--- src/hdl/vced_pkg.sv ---
// shared types and constants for the vibration cycle-end detector
// no dependencies; imported by vibration_cycle_end_detector

package vced_pkg;

   // configuration register indexes
   localparam logic [1:0] CSR_WINDOW_LENGTH  = 2'd0;
   localparam logic [1:0] CSR_VOTE_THRESHOLD = 2'd1;
   localparam logic [1:0] CSR_QUIET_LIMIT    = 2'd2;

   localparam logic [3:0] WINDOW_LENGTH_RESET  = 4'd10;
   localparam logic [3:0] VOTE_THRESHOLD_RESET = 4'd4;
   localparam logic [9:0] QUIET_LIMIT_RESET    = 10'd600;

   localparam logic [3:0]  ACTIVE_SAMPLES_MAX = 4'd15;
   localparam logic [10:0] QUIET_CAP          = 11'd1024;

   // event codes
   localparam logic [1:0] EV_NONE         = 2'd0;
   localparam logic [1:0] EV_CYCLE_START  = 2'd1;
   localparam logic [1:0] EV_BACK_ACTIVE  = 2'd2;
   localparam logic [1:0] EV_CYCLE_DONE   = 2'd3;

   typedef struct packed {
      logic        decision_valid;
      logic        vibrating;
      logic [1:0]  machine_state;
      logic [1:0]  event_code;
      logic [10:0] quiet_count;
   } result_type;

endpackage

--- src/hdl/vibration_cycle_end_detector.sv ---
// vibration cycle-end detector: window vote, cycle state machine, output skid
// depends on vced_pkg

// Takes one active-low sensor sample per item and returns one result per item.
// One item is accepted every clock cycle while req_stall is low: the window
// counters, the vote and the cycle state machine update on the accepting
// edge, when the result lands in the output register, or in the skid entry
// if rsp_stall holds it. With one result register and one skid entry on the
// output, req_stall rises only when both hold results that rsp_stall keeps
// waiting. The user must write configuration via csr_write/csr_index/csr_data
// only while the block is idle, which it does not enforce; index 3 is ignored.
module vibration_cycle_end_detector
   import vced_pkg::*;
(
   input  logic        clock,
   input  logic        reset,
   // configuration
   input  logic        csr_write,
   input  logic [1:0]  csr_index,
   input  logic [9:0]  csr_data,
   // sample items
   input  logic        req_valid,
   output logic        req_stall,
   input  logic        req_sensor_level,
   // result items
   output logic        rsp_valid,
   input  logic        rsp_stall,
   output logic        rsp_decision_valid,
   output logic        rsp_vibrating,
   output logic [1:0]  rsp_machine_state,
   output logic [1:0]  rsp_event_code,
   output logic [10:0] rsp_quiet_count
);

   typedef enum logic [1:0] {
      PH_IDLE     = 2'd0,
      PH_ACTIVE   = 2'd1,
      PH_WAITING  = 2'd2,
      PH_COMPLETE = 2'd3
   } phase_type;

   logic [3:0]  window_length_ff;
   logic [3:0]  vote_threshold_ff;
   logic [9:0]  quiet_limit_ff;

   phase_type   phase_ff, phase_in;
   logic [3:0]  sample_index_ff, sample_index_in;
   logic [3:0]  active_samples_ff, active_samples_in;
   logic [10:0] quiet_counter_ff, quiet_counter_in;
   logic        vibration_flag_ff, vibration_flag_in;

   logic        rsp_valid_ff;
   result_type  rsp_data_ff;
   logic        skid_valid_ff;
   result_type  skid_data_ff;

   logic        accept;
   logic        out_free;
   logic [3:0]  len;
   logic [3:0]  active_inc;
   logic [4:0]  count;
   logic        close;
   logic        vib;
   logic [10:0] quiet_inc;
   logic [1:0]  event_in;
   result_type  result;

   assign req_stall = skid_valid_ff;
   assign accept    = req_valid && !skid_valid_ff;
   assign out_free  = !rsp_valid_ff || !rsp_stall;

   always_comb begin
      len        = (window_length_ff == 4'd0) ? 4'd1 : window_length_ff;
      active_inc = active_samples_ff;
      if (!req_sensor_level && active_samples_ff < ACTIVE_SAMPLES_MAX) begin
         active_inc = active_samples_ff + 4'd1;
      end
      count = {1'b0, sample_index_ff} + 5'd1;
      close = count >= {1'b0, len};
      vib   = active_inc >= vote_threshold_ff;
      quiet_inc = (quiet_counter_ff < QUIET_CAP) ? quiet_counter_ff + 11'd1
                                                 : quiet_counter_ff;

      phase_in          = phase_ff;
      quiet_counter_in  = quiet_counter_ff;
      vibration_flag_in = vibration_flag_ff;
      event_in          = EV_NONE;
      sample_index_in   = count[3:0];
      active_samples_in = active_inc;

      if (close) begin
         sample_index_in   = 4'd0;
         active_samples_in = 4'd0;
         vibration_flag_in = vib;
         unique case (phase_ff)
            PH_IDLE: begin
               if (vib) begin
                  phase_in = PH_ACTIVE;
                  event_in = EV_CYCLE_START;
               end
            end
            PH_ACTIVE: begin
               if (!vib) begin
                  phase_in         = PH_WAITING;
                  quiet_counter_in = 11'd0;
               end
            end
            PH_WAITING: begin
               if (vib) begin
                  phase_in = PH_ACTIVE;
                  event_in = EV_BACK_ACTIVE;
               end else begin
                  quiet_counter_in = quiet_inc;
                  if (quiet_inc > {1'b0, quiet_limit_ff}) begin
                     phase_in = PH_COMPLETE;
                     event_in = EV_CYCLE_DONE;
                  end
               end
            end
            PH_COMPLETE: begin
               phase_in = PH_IDLE;
            end
            default: begin
               phase_in = PH_IDLE;
            end
         endcase
      end

      result.decision_valid = close;
      result.vibrating      = vibration_flag_in;
      result.machine_state  = phase_in;
      result.event_code     = event_in;
      result.quiet_count    = quiet_counter_in;
   end

   always_ff @(posedge clock) begin
      if (reset) begin
         window_length_ff  <= WINDOW_LENGTH_RESET;
         vote_threshold_ff <= VOTE_THRESHOLD_RESET;
         quiet_limit_ff    <= QUIET_LIMIT_RESET;
         phase_ff          <= PH_IDLE;
         sample_index_ff   <= 4'd0;
         active_samples_ff <= 4'd0;
         quiet_counter_ff  <= 11'd0;
         vibration_flag_ff <= 1'b0;
         rsp_valid_ff      <= 1'b0;
         skid_valid_ff     <= 1'b0;
      end else begin
         if (csr_write) begin
            unique case (csr_index)
               CSR_WINDOW_LENGTH:  window_length_ff  <= csr_data[3:0];
               CSR_VOTE_THRESHOLD: vote_threshold_ff <= csr_data[3:0];
               CSR_QUIET_LIMIT:    quiet_limit_ff    <= csr_data;
               default: ;
            endcase
         end

         if (accept) begin
            phase_ff          <= phase_in;
            sample_index_ff   <= sample_index_in;
            active_samples_ff <= active_samples_in;
            quiet_counter_ff  <= quiet_counter_in;
            vibration_flag_ff <= vibration_flag_in;
         end

         // output register drains from the skid entry first
         if (out_free) begin
            if (skid_valid_ff) begin
               rsp_valid_ff  <= 1'b1;
               rsp_data_ff   <= skid_data_ff;
               skid_valid_ff <= 1'b0;
            end else begin
               rsp_valid_ff <= accept;
               if (accept) begin
                  rsp_data_ff <= result;
               end
            end
         end else if (accept) begin
            skid_valid_ff <= 1'b1;
            skid_data_ff  <= result;
         end
      end
   end

   assign rsp_valid          = rsp_valid_ff;
   assign rsp_decision_valid = rsp_data_ff.decision_valid;
   assign rsp_vibrating      = rsp_data_ff.vibrating;
   assign rsp_machine_state  = rsp_data_ff.machine_state;
   assign rsp_event_code     = rsp_data_ff.event_code;
   assign rsp_quiet_count    = rsp_data_ff.quiet_count;

endmodule
--- config.mk ---
export PLATFORM = sky130hd
export DESIGN_NAME = vibration_cycle_end_detector
export DESIGN_NICKNAME = d
export VERILOG_FILES = /design/src/hdl/vced_pkg.sv /design/src/hdl/vibration_cycle_end_detector.sv
export SDC_FILE = /design/constraint.sdc
export NUM_CORES = 1
export LEC_CHECK = 0
export BUFFER_PORTS_ARGS = -buffer_cell sky130_fd_sc_hd__buf_2
export CORE_ASPECT_RATIO = 1.1
export CORE_MARGIN = 2
export CORE_UTILIZATION = 54
export DETAILED_ROUTE_END_ITERATION = 10
export GPL_TIMING_DRIVEN = 0
export PLACE_DENSITY = 0.84
export SYNTH_ARGS = -nofsm -noshare
export SYNTH_HDL_FRONTEND = slang
export SYNTH_SLANG_ARGS = --single-unit
--- constraint.sdc ---
create_clock -name clock -period 2.9 [get_ports clock]
set_input_delay 0.58 -clock clock [delete_from_list [all_inputs] [get_ports clock]]
set_output_delay 0.58 -clock clock [all_outputs]
set_load 0.02 [all_outputs]
# == Yosys cells after proc, flatten, opt, wreduce, memory -nomap -nowiden ==
# Index checks and enable logic that the tools add are counted.
# word_totals
register_bits,76
inputBits,18
out_inout_bits,19
elab_cells,76
# op_classes
add_sub_neg,3
order_cmp,5
n_eq_ne,5
muxes,24
bitwise_logic,2
reduce_logical,17
# op_table
operator,n
$mux W11,4
$mux W17,2
$pmux W11 S2,1
$mux W2,8
$mux W4,4
$add A11 B1 Y11 const B,1
$gt A11 B10 Y1,1
$lt A11 B11 Y1 const B,1
$pmux W2 S4,1
$eq A2 B2 Y1 const B,3
$reduce_and A2 Y1,3
$reduce_and A3 Y1,2
$add A4 B1 Y5 const B,1
$ge A5 B4 Y1,1
$add A4 B1 Y4 const B,1
$eq A2 B1 Y1 const B,2
$ge A4 B4 Y1,1
$logic_not A1 Y1,4
$logic_not A2 Y1,2
$logic_not A4 Y1,1
$lt A4 B4 Y1 const B,1
$pmux W2 S2,1
$mux W1,3
$logic_and A1 B1 Y1,2
4 further kinds,5

# == Logic depth before layout (Yosys ltp) ==
# Gate-level depths: netlist of run 1.
# depth
depth_word,9
ltp_mapped,13
mapped_depth_nobuf,12

# == Worst setup path before layout of run 1 ==
# OpenSTA, ideal clock, no wires.
# synth_path
path_kind,in2reg
from,in req_sensor_level
to,"reg rsp_data_ff, in the netlist rsp_quiet_count[5] (data pin)"
setup_time_ns,0.260
arrival_ns,2.837
required_time_ns,2.640
path_slack_ns,-0.197
stages,8
path_buffers,0
cell_sequence,a31oi_1 mux2_2 ha_1 a2111o_1 a31oi_2 o21ai_1 a22o_1 mux2_2
# synth_between
elab_chain_cells,9
word_cells_on_any_way,10
cone_classes,1 x order compare; 7 x mux; 2 x reduce/logical
# synth_lines
element,line,source
"start, declared",vibration_cycle_end_detector.sv:24,"input logic req_sensor_level,"
$logic_not A1 Y1 (*),vibration_cycle_end_detector.sv:75,if (!req_sensor_level && active_samples_ff < ACTIVE_SAMPLES_MAX) begin
$logic_and A1 B1 Y1 (*),vibration_cycle_end_detector.sv:75,
$mux W4 (*),vibration_cycle_end_detector.sv:75,
$ge A4 B4 Y1 (*),vibration_cycle_end_detector.sv:80,vib = active_inc >= vote_threshold_ff;
$mux W11 (on tied branches),"vibration_cycle_end_detector.sv:109, vibration_cycle_end_detector.sv:103",
$pmux W11 S2 (*),vibration_cycle_end_detector.sv:95,unique case (phase_ff)
$mux W11 (*),vibration_cycle_end_detector.sv:91,if (close) begin
net quiet_counter_in[5],vibration_cycle_end_detector.sv:49,"logic [10:0] quiet_counter_ff, quiet_counter_in;"
$mux W17 (*),vibration_cycle_end_detector.sv:174,if (accept) begin
$mux W17 (*),vibration_cycle_end_detector.sv:168,if (skid_valid_ff) begin
"end signal, assigned",vibration_cycle_end_detector.sv:170,rsp_data_ff <= skid_data_ff;
"end signal, assigned",vibration_cycle_end_detector.sv:175,rsp_data_ff <= result;
"end, declared",vibration_cycle_end_detector.sv:53,result_type rsp_data_ff;
# The timed path passes the listed nets; every way through them passes the cells marked *. The select of a mux whose other input is x is not followed.
# A chain may end at the register's enable or synchronous reset.

# == Final worst setup path of run 1 ==
# layout_path
from,reg quiet_counter_ff[10]
to,"reg rsp_data_ff, in the netlist rsp_machine_state[1] (data pin)"
# layout_between
elab_chain_cells,9
word_cells_on_any_way,10
cone_classes,1 x add/sub; 2 x order compare; 7 x mux
# layout_lines
element,line,source
"start, declared",vibration_cycle_end_detector.sv:49,
"start signal, assigned",vibration_cycle_end_detector.sv:162,quiet_counter_ff <= quiet_counter_in;
$add A11 B1 Y11 / $lt A11 B11 Y1 (equally long branches),vibration_cycle_end_detector.sv:81,quiet_inc = (quiet_counter_ff < QUIET_CAP) ? quiet_counter_ff + 11'd1
$mux W11 (*),vibration_cycle_end_detector.sv:81,
$gt A11 B10 Y1 (*),vibration_cycle_end_detector.sv:114,"if (quiet_inc > {1'b0, quiet_limit_ff}) begin"
$mux W2 (*),vibration_cycle_end_detector.sv:114,
$mux W2 (*),vibration_cycle_end_detector.sv:109,if (vib) begin
$pmux W2 S4 (*),vibration_cycle_end_detector.sv:95,
$mux W2 (*),vibration_cycle_end_detector.sv:91,
$mux W17 (*),vibration_cycle_end_detector.sv:174,
$mux W17 (*),vibration_cycle_end_detector.sv:168,
# Every way passes the cells marked *; elsewhere a longest branch is shown, timed or not. The select of a mux whose other input is x is not followed.

==> impl_metrics.ini, run 1 <==
[run_status]
run_status = finished, violations left
violations = negative setup slack

[worst_setup_path]
worstSetupStartpointType = flip-flop
rr_endpoint = rsp_machine_state[1]
crit_family = simple AND/OR/NAND/NOR gates
cp-end-kind = flip-flop
crit_chain = buf_6 > and4b_1 > buf_6 > nand3_4 > xnor2_2 > ha_1 > nand4_1 > a21oi_2 > a2111oi_2 > o311a_4 > buf_12 > nor4_4 > o31a_1
r2r_slack_ns = -0.1
worstPathRequired_ns = 3.11
cp_max_fo = 7
max_stage_delay_ns = 0.35
arrival_ns = 3.21
crit_type = reg -> reg
worst-path-buf-inv = 3
cp_slowest_cell = o311a_4
cp_common_cell = buf_6
r2r_cells = 13
timing.rr.start = quiet_counter_ff[10]

[final_layout]
antenna_cells = 0
mostFrequentLayoutCell = nand2_1
multi_input_area_um2 = 2560
areaGrowthSynthToFinish_pct = 34.3
final_cell_mix = nand2_1 (43), buf_4 (38), a21oi_1 (36), buf_2 (36), dfxtp_1 (36)
fin_util_pct = 74.6
fill_cells = 515
drive_gt1_share_pct = 35.7
fin_nets = 569
layout.cells.non_filler = 637
seq_area_um2 = 1880

[yosys]
async_flop_share_pct = 0
synth_top_area_share_pct = 24.6
post_synth.cell_area_avg_um2 = 9.43
synth_edf_count = 34
synth_flop_cell = dfxtp_1
synthTopCellsByArea = edfxtp_1 (25%), dfxtp_1 (20%), ha_1 (7.2%), a21oi_1 (4.6%), nand2_1 (4.1%)
netlist-cell-type-count = 60
yosysTopAreaCell = edfxtp_1
syn-cell-area_um2 = 4150
ys_ff_latch = 76
syn_inst = 440
ys_seq_area_share_pct = 44.9
yosys_warnings = 0
syn_nets = 482

[timing]
relSlewSlack_pct = 47.1
period_share_pct = 103
tightest_slew_ns = 0.792
min_period_ns = 3.00
finalSetupViolCount = 11
rsz0062_at_grt = true
hold_violations = 0
tns_ns = -0.654
whs_ns = 0.430
maxSlewViolCount = 0
finClkSkew_ns = 0.00679
max_freq_mhz = 334
finalWorstSetupSlack_ns = -0.0951

[floorplanning]
rows = 33
die_area_um2 = 8400
io_pins = 37
die_width_um = 87.6
die_h_um = 95.9
initial_core_util_pct = 55.5
core-area_um2 = 7470

[place]
gp_congestion = 0.960
place_hpwl_um = 7300
place_inst = 582
portBuffers = 35

[global_route]
gr-usage-met3_pct = 4.12
grt_pass1_wl_um = 17500
grtUsageMet2_pct = 46.3
grt_usage_pct = 27.4
use_met1_pct = 33.0
antenna_found_initial = 0
grt_max_degree = 15
grt-busiest-layer = met2
grt_pass1_vias = 3576
overflow = 0

[route]
dr.pass1.iters = 5
antenna_left = 0
drcViolationCount = 0
wl_per_cell_um = 18.1
drt_iter0_markers = 378
routed_wl_um = 11500
detail_route.vias_per_cell = 6.01
vias = 3827

[clock_network]
tritoncts = yes
cts_hold_buf = 0
cts_buffers = 9
root_buffer = clkbuf_8
clk_pin_slew_ns = 0.07
clockBufferDepth = 2
cts.sinks = 76
clock_latency_ns = 0.35
htree_levels = 3

[min_path]
hp-class = in -> reg
hp-start = csr_data[4]
min_path_cells = 2
hold_path_end = quiet_limit_ff[4]

[pwr]
p_leak_uw = 0.00224
power_uw = 2370
ir_drop_uv = 282
cellPowerDensity_nw_per_um2 = 425

[job]
maxCapViolations = 0
==> cell families after synthesis <==
group	Yosys count	share of synthesized area, %
AOI/OAI and AO/OA	108	17.9
xor gates and xnor gates	13	2.75
adders and majority gates	24	7.24
buffers and inverters	53	5.19
DFF	76	44.9
muxes	17	4.49
and+or+nand+nor	149	17.5
==> cells in the mapped netlist, types with 2 or more instances <==
| library cell | count |
|---|---|
| a31o_2 | 2 |
| nand2b_1 | 6 |
| ha_1 | 24 |
| nand3_1 | 12 |
| a21o_1 | 3 |
| xnor2_1 | 8 |
| inv_1 | 30 |
| nor3b_1 | 4 |
| mux2i_1 | 4 |
| o221ai_1 | 2 |
| nand2_1 | 45 |
| nor3_1 | 12 |
| nor2b_1 | 2 |
| or2_2 | 3 |
| a211o_1 | 6 |
| clkbuf_1 | 16 |
| xor2_1 | 5 |
| nor4_1 | 3 |
| and3b_1 | 2 |
| buf_2 | 4 |
| dfxtp_1 | 42 |
| a311oi_1 | 3 |
| o211ai_1 | 3 |
| a211oi_1 | 2 |
| edfxtp_1 | 34 |
| nand4_1 | 6 |
| o21ai_0 | 10 |
| o31a_1 | 2 |
| buf_4 | 3 |
| o21a_1 | 2 |
| a21oi_1 | 38 |
| a31oi_1 | 11 |
| and3_1 | 5 |
| nand3b_1 | 5 |
| o22ai_1 | 6 |
| nor2_1 | 39 |
| mux2_2 | 13 |
==> cell type report <==
cell class	count	share of cell area, %
Buffer	22	2.38
Clock buffer	12	2.78
Tap cell	105	2.36
Sequential cell	76	33.7
Clock inverter	4	1.28
Inverter	30	2.09
Timing Repair Buffer	77	9.36
Multi-Input combinational cell	311	46.0
==> sequential cells by signal, summed over array words and instances (netlist names), 2 cells and up <==
| register | count |
|---|---|
| phase_ff | 2 |
| rsp_machine_state | 2 |
| rsp_event_code | 2 |
| sample_index_ff | 4 |
| rsp_quiet_count | 11 |
| quiet_limit_ff | 10 |
| quiet_counter_ff | 11 |
| skid_data_ff | 17 |
| active_samples_ff | 4 |
| vote_threshold_ff | 4 |
| window_length_ff | 4 |
==> worst max-delay path by stage <==
stage / start / endpoint / slack [ns] / cells after the start
finish: quiet_counter_ff[10] / rsp_machine_state[1] / -0.1 / 13
floorplan: req_sensor_level / rsp_quiet_count[5] / 0.005 / 8
global route: quiet_counter_ff[10] / rsp_event_code[0] / -0.16 / 13
detailed placement: req_sensor_level / rsp_quiet_count[8] / -0.45 / 12
CTS: active_samples_ff[1] / rsp_quiet_count[5] / -0.11 / 10
global placement: reset / rsp_quiet_count[7] / -0.48 / 3
==> report_power, final <==
part / switching (uW) / internal, uW / leakage (uW)
clock network: 384 / 529 / 0.000110
logic: 179 / 120 / 0.00146
registers: 14.6 / 1140 / 0.000674
==> worst reg2reg max path: stages (launching register included) <==
cell       delay, ns
dfxtp_2         0.32
buf_6           0.12
and4b_1         0.30
buf_6           0.14
nand3_4         0.09
xnor2_2         0.15
ha_1            0.32
nand4_1         0.17
a21oi_2         0.17
a2111oi_2       0.06
o311a_4         0.35
buf_12          0.15
nor4_4          0.33
o31a_1          0.18
==> through the flow <==
stage | setup WS [ns] | area, um^2
after global placement | -0.484 | 4480
after global routing | -0.156 | 5570
after floorplan | 0.00510 | 4180
after detailed placement | -0.455 | 4510
after CTS | -0.105 | 5210
final | -0.0951 | 5570
==> per-layer routing <==
metal | part of all wire, % | wire [um]
met2 | 50 | 5790
met5 | 0 | 0
met1 | 39 | 4540
met3 | 6.2 | 718
met4 | 4.0 | 459
==> what timing repair did <==
action                     4_1_cts  5_1_grt
gates resized for setup         71       39
setup endpoints to repair       45       36
buffers inserted                23       18
hold endpoints to repair         0        0
pin swaps                       28       33
Note: power is estimated with default switching activity, not from simulation.
==> run 2, diff against run 1 <==
--- a/config.mk
+++ b/config.mk
@@ -5,13 +5,14 @@
 export SDC_FILE = /design/constraint.sdc
 export NUM_CORES = 1
 export LEC_CHECK = 0
+export ABC_AREA = 1
 export BUFFER_PORTS_ARGS = -buffer_cell sky130_fd_sc_hd__buf_2
 export CORE_ASPECT_RATIO = 1.1
 export CORE_MARGIN = 2
-export CORE_UTILIZATION = 54
+export CORE_UTILIZATION = 53
 export DETAILED_ROUTE_END_ITERATION = 10
 export GPL_TIMING_DRIVEN = 0
-export PLACE_DENSITY = 0.84
+export PLACE_DENSITY = 0.83
 export SYNTH_ARGS = -nofsm -noshare
 export SYNTH_HDL_FRONTEND = slang
 export SYNTH_SLANG_ARGS = --single-unit
==> run 2 against run 1 <==
- largest power group unchanged
- sequential cell count is the same
- critical path depth is 2 higher
- final cell count shrank 1.4%
- synthesized cell count is 10% higher
- sequential share of layout area up 7.5 points
- register-to-register slack better by 0.31 ns
- worst setup slack better by 0.31 ns
- clock power decreased by 12%
- the run now ends clean
==> impl_metrics.ini, run 2 <==
[timing]
tightest_slew_ns = 1.31
finClkSkew_ns = 0.00898
min_period_ns = 2.69
hold_violations = 0
max_freq_mhz = 372
whs_ns = 0.446
period_share_pct = 92.6
finalSetupViolCount = 0
maxSlewViolCount = 0
relSlewSlack_pct = 12.6

[yosys]
synth_edf_count = 34
synth_top_area_share_pct = 25.9
netlist-cell-type-count = 34
synthTopCellsByArea = edfxtp_1 (26%), dfxtp_1 (21%), nand2_1 (11%), ha_1 (7.6%), inv_1 (6.5%)
synth_flop_cell = dfxtp_1
synth_mux_area_share_pct = 0
ys_ff_latch = 76
synth_top_family_by_area = simple AND/OR/NAND/NOR gates
ys_seq_area_share_pct = 47.2
syn_inst = 485
post_synth.cell_area_avg_um2 = 8.13
synth.most_common_cell = nand2_1
netlist_top_cells_count = nand2_1 (118), inv_1 (68), dfxtp_1 (42), a21oi_1 (40), edfxtp_1 (34)
yosysTopAreaCell = edfxtp_1
synth_xor_area_share_pct = 1.55
yosys_warnings = 0
syn_nets = 527
async_flop_share_pct = 0
synth_compound_area_share_pct = 14.3
yosys.area_share.simple_pct = 20.8
syn-cell-area_um2 = 3950
yosys.area_share.adder_pct = 7.61

[pwr]
ir_drop_uv = 215
clockPowerShare_pct = 34.2
combPwrFrac_pct = 14.4
cellPowerDensity_nw_per_um2 = 519
p_leak_uw = 0.00208
intPower_uw = 1720
power.share.sequential_pct = 51.4
p_sw_uw = 641
switching_share_pct = 27.2

[place]
place_hpwl_um = 5880
portBuffers = 36
gp_congestion = 0.855

[worst_setup_path]
crit_chain = ha_1 > nand2_1 > inv_1 > nand2_1 > nand2_2 > nor2_2 > xor2_1 > ha_1 > a21oi_1 > nand3_2 > nand2_1 > buf_2 > nand4_1 > o21ai_4 > o21ai_0
cp-end-kind = flip-flop
crit_type = reg -> reg
worstPathRequired_ns = 2.99
crit_cells = 15
worst-path-buf-inv = 2
r2r_slack_ns = 0.21
cp_common_cell = nand2_1
timing.rr.start = active_samples_ff[0]
crit_path_start = active_samples_ff[0]
crit_family = simple AND/OR/NAND/NOR gates
rr_endpoint = rsp_quiet_count[1]
arrival_ns = 2.77
cp_slowest_cell = dfxtp_2
max_stage_delay_ns = 0.35
cp_max_fo = 10
worstSetupStartpointType = flip-flop
r2r_cells = 15
crit_path_end = rsp_quiet_count[1]

[job]
maxCapViolations = 0

[global_route]
grtUsageMet2_pct = 36.8
gr-usage-met3_pct = 3.67
grt-busiest-layer = met2
overflow = 0
antenna_found_initial = 0
grt_pass1_wl_um = 13300
use_met1_pct = 24.3
grt_max_degree = 18
grt_pass1_vias = 3054
grt_usage_pct = 20.2

[clock_network]
tritoncts = yes
root_buffer = clkbuf_8
cts_buffers = 9
htree_levels = 3
cts_hold_buf = 0
clockBufferDepth = 2
clk_pin_slew_ns = 0.08
cts.sinks = 76
clock_latency_ns = 0.34

[final_layout]
mostFrequentLayoutCell = nand2_1
fin_nets = 578
largest_reg_flops = 17
regMostFlops = skid_data_ff
fill_cells = 619
areaGrowthSynthToFinish_pct = 15.2
final_cell_mix = nand2_1 (117), inv_1 (68), a21oi_1 (40)
fin_util_pct = 61.8
antenna_cells = 0
drive_gt1_share_pct = 17.4

[floorplanning]
core-area_um2 = 7350
die_width_um = 86.3
rows = 33
die_area_um2 = 8150
initial_core_util_pct = 53.7
io_pins = 37
die_h_um = 94.5

[route]
antenna_left = 0
detail_route.vias_per_cell = 5.25
dr.pass1.iters = 4
drcViolationCount = 0
vias = 3300
drt_iter0_markers = 243
wl_per_cell_um = 12.7
routed_wl_um = 7990

[min_path]
min_path_cells = 3
hp-class = in -> reg

[run_status]
run_status = complete, no violations
==> run 2: changes by cell type after synthesis, sizes merged, moves of 5 or more <==
| cell | delta |
|---|---|
| nor2 | -19 |
| o22ai | -5 |
| inv | +41 |
| a31oi | -12 |
| nor3 | -11 |
| o21ai | +40 |
| nand3 | +12 |
| a211o | -6 |
| nand2b | -7 |
| mux2 | -13 |
| nand4 | +9 |
| and3 | -5 |
| nand2 | +73 |
==> run 2: how the worst min path moves through the flow <==
stage / to / from / slack [ns]
after floorplan: quiet_limit_ff[1] / quiet_limit_ff[1] / 0.44
after global placement: req_stall / rsp_valid / 0.45
after detailed placement: vote_threshold_ff[3] / vote_threshold_ff[3] / 0.46
after CTS: quiet_limit_ff[6] / csr_data[6] / 0.44
after global routing: quiet_limit_ff[6] / csr_data[6] / 0.46
final: quiet_limit_ff[6] / csr_data[6] / 0.45
==> run 2: layer usage <==
metal | wire (um) | vias to the layer above | share of wire [%]
li1 | - | 1715 | -
met1 | 3610 | 1491 | 45
met2 | 4000 | 83 | 50
met3 | 257 | 11 | 3.2
met4 | 129 | 0 | 1.6
met5 | 0 | - | 0
==> run 2: worst register-to-register path: stages (launching register included) <==
cell,delay [ns]
dfxtp_2,0.35
ha_1,0.21
nand2_1,0.07
inv_1,0.05
nand2_1,0.07
nand2_2,0.09
nor2_2,0.10
xor2_1,0.21
ha_1,0.29
a21oi_1,0.18
nand3_2,0.13
nand2_1,0.10
buf_2,0.20
nand4_1,0.17
o21ai_4,0.12
o21ai_0,0.09
==> run 2: cell families after synthesis <==
family,after synthesis
AND/OR/NAND/NOR,186
AO/OA/AOI/OAI,104
buffers and inverters,88
XOR/XNOR,7
flip-flops,76
adder cells (fa/ha/maj),24
==> run 2: stage by stage <==
step	total power, uW	cell area (um^2)	worst slack [ns]	setup TNS, ns	cells
global route	2460	4540	-0.000236	-0.000236	628
global placement	1530	4230	0.0419	0	608
floorplan	1460	3950	0.423	0	485
CTS	2350	4440	0.00172	0	624
detailed placement	1550	4230	-0.0165	-0.0165	608
finish	2360	4540	0.214	0	628
==> run 2: area by class of cell <==
type | instances | area (um^2) | area share (%)
sequential | 76 | 1870 | 41.2
multi-input combinational | 321 | 1810 | 39.8
inverter | 72 | 273 | 6.00
timing repair buffer | 40 | 210 | 4.63
clock buffer | 10 | 138 | 3.03
tap | 87 | 109 | 2.40
buffer | 16 | 68.8 | 1.51
clock inverter | 6 | 63.8 | 1.40
==> run 2: timing repair <==
action	in CTS	in global routing
setup endpoints to repair	0	36
setup buffers	0	4
hold endpoints to repair	0	0
gates resized for setup	0	25
==> run 2: power groups by stage <==
stage               sequential (uW)  clock, uW  combinational (uW)
floorplan                      1240          0                 215
global placement               1230          0                 302
detailed placement             1230          0                 320
CTS                            1210        823                 324
global route                   1220        859                 383
finish                         1210        807                 339
==> run 3, diff against run 2 <==
--- a/config.mk
+++ b/config.mk
@@ -13,6 +13,7 @@
 export DETAILED_ROUTE_END_ITERATION = 10
 export GPL_TIMING_DRIVEN = 0
 export PLACE_DENSITY = 0.83
+export RECOVER_POWER = 25
 export SYNTH_ARGS = -nofsm -noshare
 export SYNTH_HDL_FRONTEND = slang
 export SYNTH_SLANG_ARGS = --single-unit
==> run 3 against run 2 <==
- clock power is essentially flat
- core utilization is 0.24 points lower
- worst hold slack is essentially flat
- first-iteration DRC count shrank 1.2%
- highest routed layer unchanged
- clock-buffer cell count is the same
- sequential share of layout area up 0.16 points
- global-route usage did not move
- critical path depth did not move
- clock skew hardly changed
- combinational power barely moved
- final cell count unchanged
- maximum frequency is 0.14% higher
==> impl_metrics.ini, run 3 (synthesis gave the netlist of run 2 again) <==
[timing]
hold_violations = 0
finClkSkew_ns = 0.00863
finalSetupViolCount = 0
maxSlewViolCount = 0
max_freq_mhz = 373
relSlewSlack_pct = 12.6
min_period_ns = 2.68
tightest_slew_ns = 1.31
period_share_pct = 92.5

[final_layout]
areaGrowthSynthToFinish_pct = 14.7
multi_input_area_um2 = 1810
layout.cells.non_filler = 628
fin_nets = 578
antenna_cells = 0
final_cell_mix = nand2_1 (117), inv_1 (68), a21oi_1 (40)
fin_area_um2 = 4530
fin_util_pct = 61.6
regMostFlops = skid_data_ff
seq_area_um2 = 1870
fill_cells = 626
largest_reg_flops = 17
mostFrequentLayoutCell = nand2_1
drive_gt1_share_pct = 14.8

[clock_network]
htree_levels = 3
root_buffer = clkbuf_8
tritoncts = yes
clockBufferDepth = 2
cts_buffers = 9
cts_hold_buf = 0
cts.sinks = 76
clock_latency_ns = 0.35
clk_pin_slew_ns = 0.08

[worst_setup_path]
crit_chain = ha_1 > nand2_1 > inv_1 > nand2_1 > nand2_2 > nor2_2 > xor2_1 > ha_1 > a21oi_1 > nand3_2 > nand2_1 > buf_2 > nand4_1 > o21ai_4 > o21ai_0
crit_type = reg -> reg
worstPathRequired_ns = 2.99
cp_slowest_cell = dfxtp_2
cp_max_fo = 10
max_stage_delay_ns = 0.35
worstSetupStartpointType = flip-flop
cp_common_cell = nand2_1
cp-end-kind = flip-flop
arrival_ns = 2.77

[floorplanning]
die_area_um2 = 8150
initial_core_util_pct = 53.7
rows = 33
io_pins = 37
die_width_um = 86.3
die_h_um = 94.5
core-area_um2 = 7350

[global_route]
overflow = 0
grt_usage_pct = 20.2
grt_max_degree = 18
antenna_found_initial = 0
grt_pass1_wl_um = 13300
grt_pass1_vias = 3054

[route]
antenna_left = 0
vias = 3305
drcViolationCount = 0
dr.pass1.iters = 5
wl_per_cell_um = 12.8
drt_iter0_markers = 240
routed_wl_um = 8010
detail_route.vias_per_cell = 5.26

[job]
maxCapViolations = 0

[place]
gp_congestion = 0.855
place_hpwl_um = 5880
portBuffers = 36
place_area_um2 = 4230
place_inst = 608

[pwr]
ir_drop_uv = 216
cellPowerDensity_nw_per_um2 = 520
p_leak_uw = 0.00204

[run_status]
run_status = complete, no violations

[min_path]
hp-class = in -> reg
==> run 3: cell types whose count changed in the layout (fill, tap and decap cells not counted), sizes merged <==
cell / change
buf: -14
clkbuf: +14
==> run 3: path summary, 6_finish.rpt <==
| path | cells after the start | start | slack, ns | to |
|---|---|---|---|---|
| worst min register to register | 2 | rsp_valid | 0.47 | req_stall |
| worst min-delay path | 3 | csr_data[6] | 0.45 | quiet_limit_ff[6] |
| worst max register to register | 15 | active_samples_ff[0] | 0.22 | rsp_quiet_count[1] |
| worst max-delay path | 15 | active_samples_ff[0] | 0.22 | rsp_quiet_count[1] |
==> run 3: per-layer routing <==
metal	up-vias	track usage [%]	wire (um)
met5	-	0	0
met4	0	5.86	150
met3	13	3.67	272
met2	84	36.8	3980
met1	1493	24.3	3600
li1	1715	-	-
==> run 3: where the power goes <==
group / internal [uW] / switching [uW] / leakage, uW
Combinational: 118 / 218 / 0.00127
Clock: 419 / 389 / 0.0000983
Sequential: 1180 / 35.1 / 0.000667
==> run 3: worst max-delay path: cells and delay by family (launching register included) <==
kind,cells,cell delay [ns]
flip-flops,1,0.35
AND/OR/NAND/NOR,7,0.73
XOR/XNOR,1,0.21
AO/OA/AOI/OAI,3,0.39
buffers and inverters,2,0.25
adder cells (fa/ha/maj),2,0.50
==> run 3: cell type report <==
class,count,share of cell area (%)
inverters,72,6.03
clock buffers,10,3.04
multi-input cells,321,40.0
well taps,87,2.40
plain buffers,16,1.52
flip-flops and latches,76,41.4
repair buffers,40,4.26
clock inverters,6,1.41
==> run 3: timing repair <==
item / CTS / global route
setup buffers: 0 / 4
setup endpoints to repair: 0 / 36
gates resized for setup: 0 / 25
==> run 3: per-stage QoR <==
step                hold WS, ns  setup TNS, ns  total power, uW  setup slack [ns]
global route              0.464      -0.000236             2460         -0.000236
CTS                       0.438              0             2350           0.00172
detailed placement        0.461        -0.0165             1550           -0.0165
finish                    0.446              0             2360             0.218
global placement          0.452              0             1530            0.0419
floorplan                 0.435              0             1460             0.423
